--- src/design/xlps_pkg.sv ---
// ----------------------------------------------------------------------------
// xlps_pkg
// Shared constants and types for the cross-correlation lag peak search.
// ----------------------------------------------------------------------------
package xlps_pkg;

   localparam int SAMPLE_W        = 16;
   localparam int LAG_W           = 12;
   localparam int PEAK_W          = 44;
   localparam int STATUS_W        = 2;
   localparam int MAX_LAG_W       = 12;
   localparam int MAX_LEN_DEFAULT = 4096;

   localparam logic [MAX_LAG_W-1:0] MAX_LAG_RESET = 12'd500;

   localparam logic [STATUS_W-1:0] STATUS_OK       = 2'd0;
   localparam logic [STATUS_W-1:0] STATUS_SHORT    = 2'd1;
   localparam logic [STATUS_W-1:0] STATUS_OVERFLOW = 2'd2;

   // control from the sequencer to the multiply-accumulate unit
   typedef struct packed {
      logic clear;
      logic issue;
      logic first;
      logic last;
   } mac_ctrl_type;

   // tag that travels with a product down the pipeline
   typedef struct packed {
      logic valid;
      logic first;
      logic last;
   } mac_tag_type;

endpackage

--- src/design/xlps_mac.sv ---
// ----------------------------------------------------------------------------
// xlps_mac
// Shared multiply-accumulate unit: one product per cycle, per-lag sums and
// tracking of the first strict maximum with its lag.
// ----------------------------------------------------------------------------
module xlps_mac
   import xlps_pkg::*;
#(
   parameter int MAX_LEN = MAX_LEN_DEFAULT,
   localparam int CNT_W  = $clog2(MAX_LEN + 1),
   localparam int ACC_W  = 2 * SAMPLE_W + CNT_W
) (
   input  logic                clock,
   input  logic                reset,
   input  mac_ctrl_type        ctrl,
   input  logic [SAMPLE_W-1:0] ref_data,
   input  logic [SAMPLE_W-1:0] probe_data,
   output logic                busy,
   output logic [ACC_W-1:0]    best_sum,
   output logic [CNT_W-1:0]    best_lag
);

   localparam int PROD_W = 2 * SAMPLE_W;

   mac_tag_type       tag1_ff, tag1_in;
   mac_tag_type       tag2_ff, tag2_in;
   logic [PROD_W-1:0] prod_ff, prod_in;
   logic [ACC_W-1:0]  acc_ff, acc_in;
   logic              done_ff, done_in;
   logic [ACC_W-1:0]  best_sum_ff, best_sum_in;
   logic [CNT_W-1:0]  best_lag_ff, best_lag_in;
   logic [CNT_W-1:0]  lag_cnt_ff, lag_cnt_in;

   always_comb begin
      tag1_in     = '{valid: ctrl.issue, first: ctrl.first, last: ctrl.last};
      tag2_in     = tag1_ff;
      prod_in     = ref_data * probe_data;
      acc_in      = acc_ff;
      done_in     = tag2_ff.valid & tag2_ff.last;
      best_sum_in = best_sum_ff;
      best_lag_in = best_lag_ff;
      lag_cnt_in  = lag_cnt_ff;

      if (tag2_ff.valid) begin
         if (tag2_ff.first) begin
            acc_in = ACC_W'(prod_ff);
         end else begin
            acc_in = acc_ff + ACC_W'(prod_ff);
         end
      end

      // lag sum complete: keep only a strictly larger one
      if (done_ff) begin
         if (acc_ff > best_sum_ff) begin
            best_sum_in = acc_ff;
            best_lag_in = lag_cnt_ff;
         end
         lag_cnt_in = lag_cnt_ff + CNT_W'(1);
      end

      if (ctrl.clear) begin
         tag1_in     = '0;
         tag2_in     = '0;
         done_in     = 1'b0;
         best_sum_in = '0;
         best_lag_in = '0;
         lag_cnt_in  = '0;
      end
   end

   always_ff @(posedge clock) begin
      if (reset) begin
         tag1_ff     <= '0;
         tag2_ff     <= '0;
         done_ff     <= 1'b0;
         best_sum_ff <= '0;
         best_lag_ff <= '0;
         lag_cnt_ff  <= '0;
      end else begin
         tag1_ff     <= tag1_in;
         tag2_ff     <= tag2_in;
         done_ff     <= done_in;
         best_sum_ff <= best_sum_in;
         best_lag_ff <= best_lag_in;
         lag_cnt_ff  <= lag_cnt_in;
      end
   end

   always_ff @(posedge clock) begin
      prod_ff <= prod_in;
      acc_ff  <= acc_in;
   end

   assign busy     = tag1_ff.valid | tag2_ff.valid | done_ff;
   assign best_sum = best_sum_ff;
   assign best_lag = best_lag_ff;

endmodule

--- config.mk ---
export PLATFORM = sky130hd
export DESIGN_NAME = xlps_mac
export DESIGN_NICKNAME = d
export VERILOG_FILES = /design/src/design/xlps_pkg.sv /design/src/design/xlps_mac.sv
export SDC_FILE = /design/constraint.sdc
export NUM_CORES = 1
export LEC_CHECK = 0
export BUFFER_PORTS_ARGS = -buffer_cell sky130_fd_sc_hd__buf_2
export CAP_MARGIN = 5
export CORE_ASPECT_RATIO = 1.4
export CORE_MARGIN = 1.5
export CORE_UTILIZATION = 58
export DETAILED_ROUTE_END_ITERATION = 8
export PLACE_DENSITY_LB_ADDON = 0.25
export SYNTH_ARGS = -nofsm -noshare
export SYNTH_HDL_FRONTEND = slang
export SYNTH_SLANG_ARGS = --single-unit
--- constraint.sdc ---
create_clock -name clock -period 6.7 [get_ports clock]
set_input_delay 1.34 -clock clock [delete_from_list [all_inputs] [get_ports clock]]
set_output_delay 1.34 -clock clock [all_outputs]
set_load 0.005 [all_outputs]
---- Yosys cells after proc, flatten, opt, wreduce, memory -nomap -nowiden ----
Cells that the tools add are included.
Widths: inputs -> output; s select.
word-level totals
  bits in registers ....................... 155
  bits of input ports ..................... 38
  output and inout port bits .............. 59
  logic and storage cells ................. 23
operators by class
  add/sub/neg operators ................... 2
  multiply operators ...................... 1
  magnitude comparators ................... 1
  multiplexer cells ....................... 1
  bitwise operators ....................... 3
  reductions and logical operators ........ 2
operators by type and width
  operator               number
  $add 45x32->45         1
  $gt 45x45->1           1
  $mul 16x16->32         1
  $mux 32                1
  $add 13x1->13 const B  1
  $or 1x1->1             2
  $reduce_and 2->1       1
  $reduce_or 2->1        1
  $and 1x1->1            1

---- Logic depth before layout (Yosys ltp) ----
  depth after elaboration ................. 2
  mapped depth ............................ 23
  mapped depth without buffers ............ 22

---- Worst setup path before layout ----
OpenSTA, ideal clock, no wires.
  kind .................................... input-to-reg
  start ................................... in probe_data[15]
  end ..................................... reg prod_ff[30]
  library setup time ...................... 0.062 ns
  arrival ................................. 6.847 ns
  data required time ...................... 6.638 ns
  path slack .............................. -0.208 ns
  stages .................................. 20
  buffers on the path ..................... 1
  cells stage by stage .................... clkbuf_1 -> nand2_1 -> fa_1 -> fa_1 -> inv_1 -> fa_1 -> fa_1 -> fa_1 -> inv_1 -> fa_1 -> inv_1 -> ha_1 -> a21oi_1 -> o211ai_1 -> o311a_1 -> a221oi_1 -> or2_2 -> a21oi_1 -> or4_1 -> nand3_1
on the way
  longest elaborated chain between the ends .. 1
RTL lines
  element               RTL line        RTL
  start, declared       xlps_mac.sv:17  input logic [SAMPLE_W-1:0] probe_data,
  $mul 16x16->32        xlps_mac.sv:37  prod_in = ref_data * probe_data;
  via prod_in[30]       xlps_mac.sv:27  logic [PROD_W-1:0] prod_ff, prod_in;
  end signal, assigned  xlps_mac.sv:90  prod_ff <= prod_in;
  end, declared         xlps_mac.sv:27
The timed path passes the listed nets, and every way through them passes these cells.
A chain may end at the register's enable or synchronous reset.

---- Final worst setup path ----
  start ................................... in probe_data[6]
  end ..................................... reg prod_ff[31]
The elaborated chain is that of the path after synthesis.

==> results.md <==
- Status: completed
- Tcrit/Tclk final: a little over nine tenths
- Die width: about 150 um
- Vias per inst: approximately 6
- Netlist Area Pre-Place: 18,100 um^2
- DP Wirelength: around 34 mm
- Pin slew with the least headroom to its limit: ~1.3 ns
- Cell-internal power: between 0.005 and 0.006 W
- Reg power frac: 12.3%
- Top delay family on crit path: adder cells
- Fin. Hold Viols: 0
- Starting density of the core: about three fifths
- Final Core Density: between 60 and 70%
- Worst R2R Start: acc_ff[41]
- Final Max Tran Viols: 0
- Max-cap violations: 0
- Clock Power Share: approximately a tenth
- RSZ-0062 raised after global routing: yes
- Highest clock rate: ~150 MHz
- Crit path from: probe_data[6]
- Final ANT Viol Nets: 0
- Worst path buffer plus inverter count: 6
- Commonest non-fill, non-tap cell in the layout: inv_1
- Max incr delay on CP: roughly 0.55 ns
- Commonest non-fill, non-tap cells in the layout: inv_1, nand2_1, nand4_1, fa_1, ha_1
- Switching share of power: about 44%
- EDFF count, synth: 45
- Synth unique cells: between 60 and 70
- IO Count: 97
- Avg Inst Size Synth: ~8.7 um^2
- Switching power: around 0.0046 W
- Nets: between 2,000 and 3,000
- Placed Instances: approximately 2,600
- Largest fanout on the critical path: 14
- Number of global-route vias before repair: roughly 16,000
- PortBufs: between 90 and 100
- Drt wl/cell: 17.0 um
- First-pass GRT wire length: between 70 and 80 mm
- Clock sink count: around 160
- Die height: around 210 um
- Crit Path Category: input port to flip-flop
- Syn Nets: roughly 2,500
- H-tree level count: 4
- Cell Chain, Critical Path: clkbuf_4, and2_4, fa_1, inv_1, fa_1, fa_1, inv_1, ha_1, fa_1, inv_1, fa_1, inv_1, ha_4, a211o_1, o221a_2, nand3b_1, buf_4, nor3_1, o21a_2, a211o_1, a21oi_2, xnor2_1
- Routed WL: 44.4 mm
- Max_slew headroom: approximately 14%
- Pwr dens: just over 500 nW/um^2
- Top FF cell, synth: dfxtp_1
- Layout area overhead: 12.4%
- Via count: 15,568
- Comb power frac: between 70% and 80%
- DRT Pass-1 Iters: 7
- GRT Overall Usage: between 20% and 30%
- VDD IR max: approximately 620 uV
- Crit path DAT: 6.86 ns
- Final min period: between 6 and 7 ns
- CTS tree: built
- Hold_buf cts: 0
- Skew-Pair Late Insertion Delay: between 0.4 and 0.5 ns
- Detailed Route Iter0 Violations: roughly 880
- Non-filler cells, final: about 2,600
- Syn. warnings: 0
- Num CTS Buffers: 17
- Diode count: 0
- CTS Buffer Depth: 2
- Crit end category: flip-flop
- Area of the core: 30,800 um^2
- Largest net degree at the start of global routing: roughly 230
- Clock skew: roughly 0.0074 ns
- Core Rows: between 70 and 80
- Worst EP required: about 7 ns
- Seq/Total Area, Yosys: 19.6%
- Tot Pwr: between 0.01 and 0.015 W
- Final setup fails: 0
- Worst hold start: tag1_ff[1]
- Initial antenna violation count: 0
- Min-Delay Path Class: flip-flop to flip-flop
- Remaining DRCs: 0
- Synth Instances: between 2,000 and 2,500
- Share of layout cells above drive strength 1: around 14%
- Overflow after GRT: 0
- DIE AREA: 32,400 um^2
- Slowest library cell on the worst path: fa_1
- P_leak: 9.27 nW
- #FFs+latches synth: about 160
- Most used cell, CP: fa_1
- Fraction of registers with async set/reset: 0%
- CP Launch Type: input port
- Clk Tree Root Cell: clkbuf_16
- Clock slew at reported path FFs: 0.06 ns
- Routability cong.: roughly 0.95
## per-layer routing
metal / vias up / track usage, % / wire length [um]
met3: 90 / 3.42 / 1830
met2: 443 / 54.6 / 23600
met5: - / 0 / 0
met4: 0 / 11.0 / 1330
li1: 7388 / - / -
met1: 7647 / 31.5 / 17700
## kinds of logic after synthesis
logic type	count (synthesis)	synth area share [%]
buf+inv	412	8.76
flops	155	19.6
simple gates	810	24.6
fa+ha+maj	377	34.1
mux	13	0.779
compound gates	271	9.54
xor+xnor	56	2.70
## cell usage after synthesis, types with 3 or more instances
library cell / number / area (um^2)
nor3_1: 13 / 65.1
and2_1: 132 / 826
a31oi_1: 6 / 37.5
nor2_1: 59 / 221
a21o_1: 40 / 300
dfxtp_1: 110 / 2200
nor2b_1: 14 / 87.6
or3_1: 16 / 100
o211ai_1: 5 / 37.5
a2111oi_0: 4 / 35.0
nor4_1: 3 / 18.8
buf_1: 11 / 41.3
xnor2_1: 32 / 280
o21ai_0: 67 / 335
o21a_1: 15 / 113
xor2_1: 24 / 210
a21boi_0: 3 / 22.5
a21oi_1: 78 / 390
nand3_1: 79 / 395
and3_1: 13 / 81.3
a211oi_1: 11 / 82.6
or4_1: 10 / 75.1
clkbuf_1: 98 / 368
buf_2: 11 / 55.1
nand4_1: 196 / 1230
o221a_2: 3 / 33.8
o31ai_1: 5 / 37.5
ha_1: 182 / 2280
fa_1: 195 / 3900
a221oi_1: 3 / 26.3
mux2i_1: 4 / 40.0
o21bai_1: 8 / 60.1
nand2_1: 202 / 758
edfxtp_1: 45 / 1350
o311a_1: 3 / 30.0
inv_1: 288 / 1080
or2_2: 7 / 43.8
a211o_1: 4 / 35.0
nand4b_1: 49 / 429
mux2_2: 9 / 101
nand2b_1: 9 / 56.3
## power by group through the flow
stage / clock network, W / logic, W / registers [W]
after global placement: 0 / 0.00767 / 0.00130
after global routing: 0.00112 / 0.00914 / 0.00130
after detailed placement: 0 / 0.00789 / 0.00130
final: 0.00107 / 0.00812 / 0.00129
after floorplan: 0 / 0.00550 / 0.00128
after CTS: 0.00108 / 0.00794 / 0.00128
## final cells by class
class                           instances  area, um^2
Clock buffer                           21         514
Clock inverter                         11         148
Fill cell                            2581       10400
Inverter                              288        1080
Multi-Input combinational cell       1527       13200
Sequential cell                       155        3560
Tap cell                              390         488
Timing Repair Buffer                  215        1410
## sequential cells by signal, indices dropped and copies added, names as in the netlist
signal and cells:
best_lag 13, best_sum 45, tag2_ff 3, lag_cnt_ff 13, tag1_ff 3, acc_ff 45
prod_ff 32, done_ff 1
## worst paths after layout
check	end	slack, ns	depth (start not counted)
worst max-delay path	prod_ff[31]	0.20	22
worst min register to register	tag2_ff[1]	0.44	1
worst min-delay path	tag2_ff[1]	0.44	1
worst max register to register	best_sum[28]	2.21	9
## stage by stage
step	instance area, um^2	worst slack, ns	TNS [ns]	hold WS [ns]
3_3_place_gp	19600	-0.324	-2.71	0.419
2_1_floorplan	18300	0.00713	0	0.406
6_report	20400	0.199	0	0.439
3_5_place_dp	19600	-0.415	-3.67	0.426
5_1_grt	20400	-0.0577	-0.0577	0.464
4_1_cts	20300	0.0495	0	0.447
## what timing repair did
item,in CTS,in global routing
setup endpoints to repair,0,10
setup buffers,0,0
gates resized for setup,0,21
Note: power is estimated with default switching activity, not from simulation.
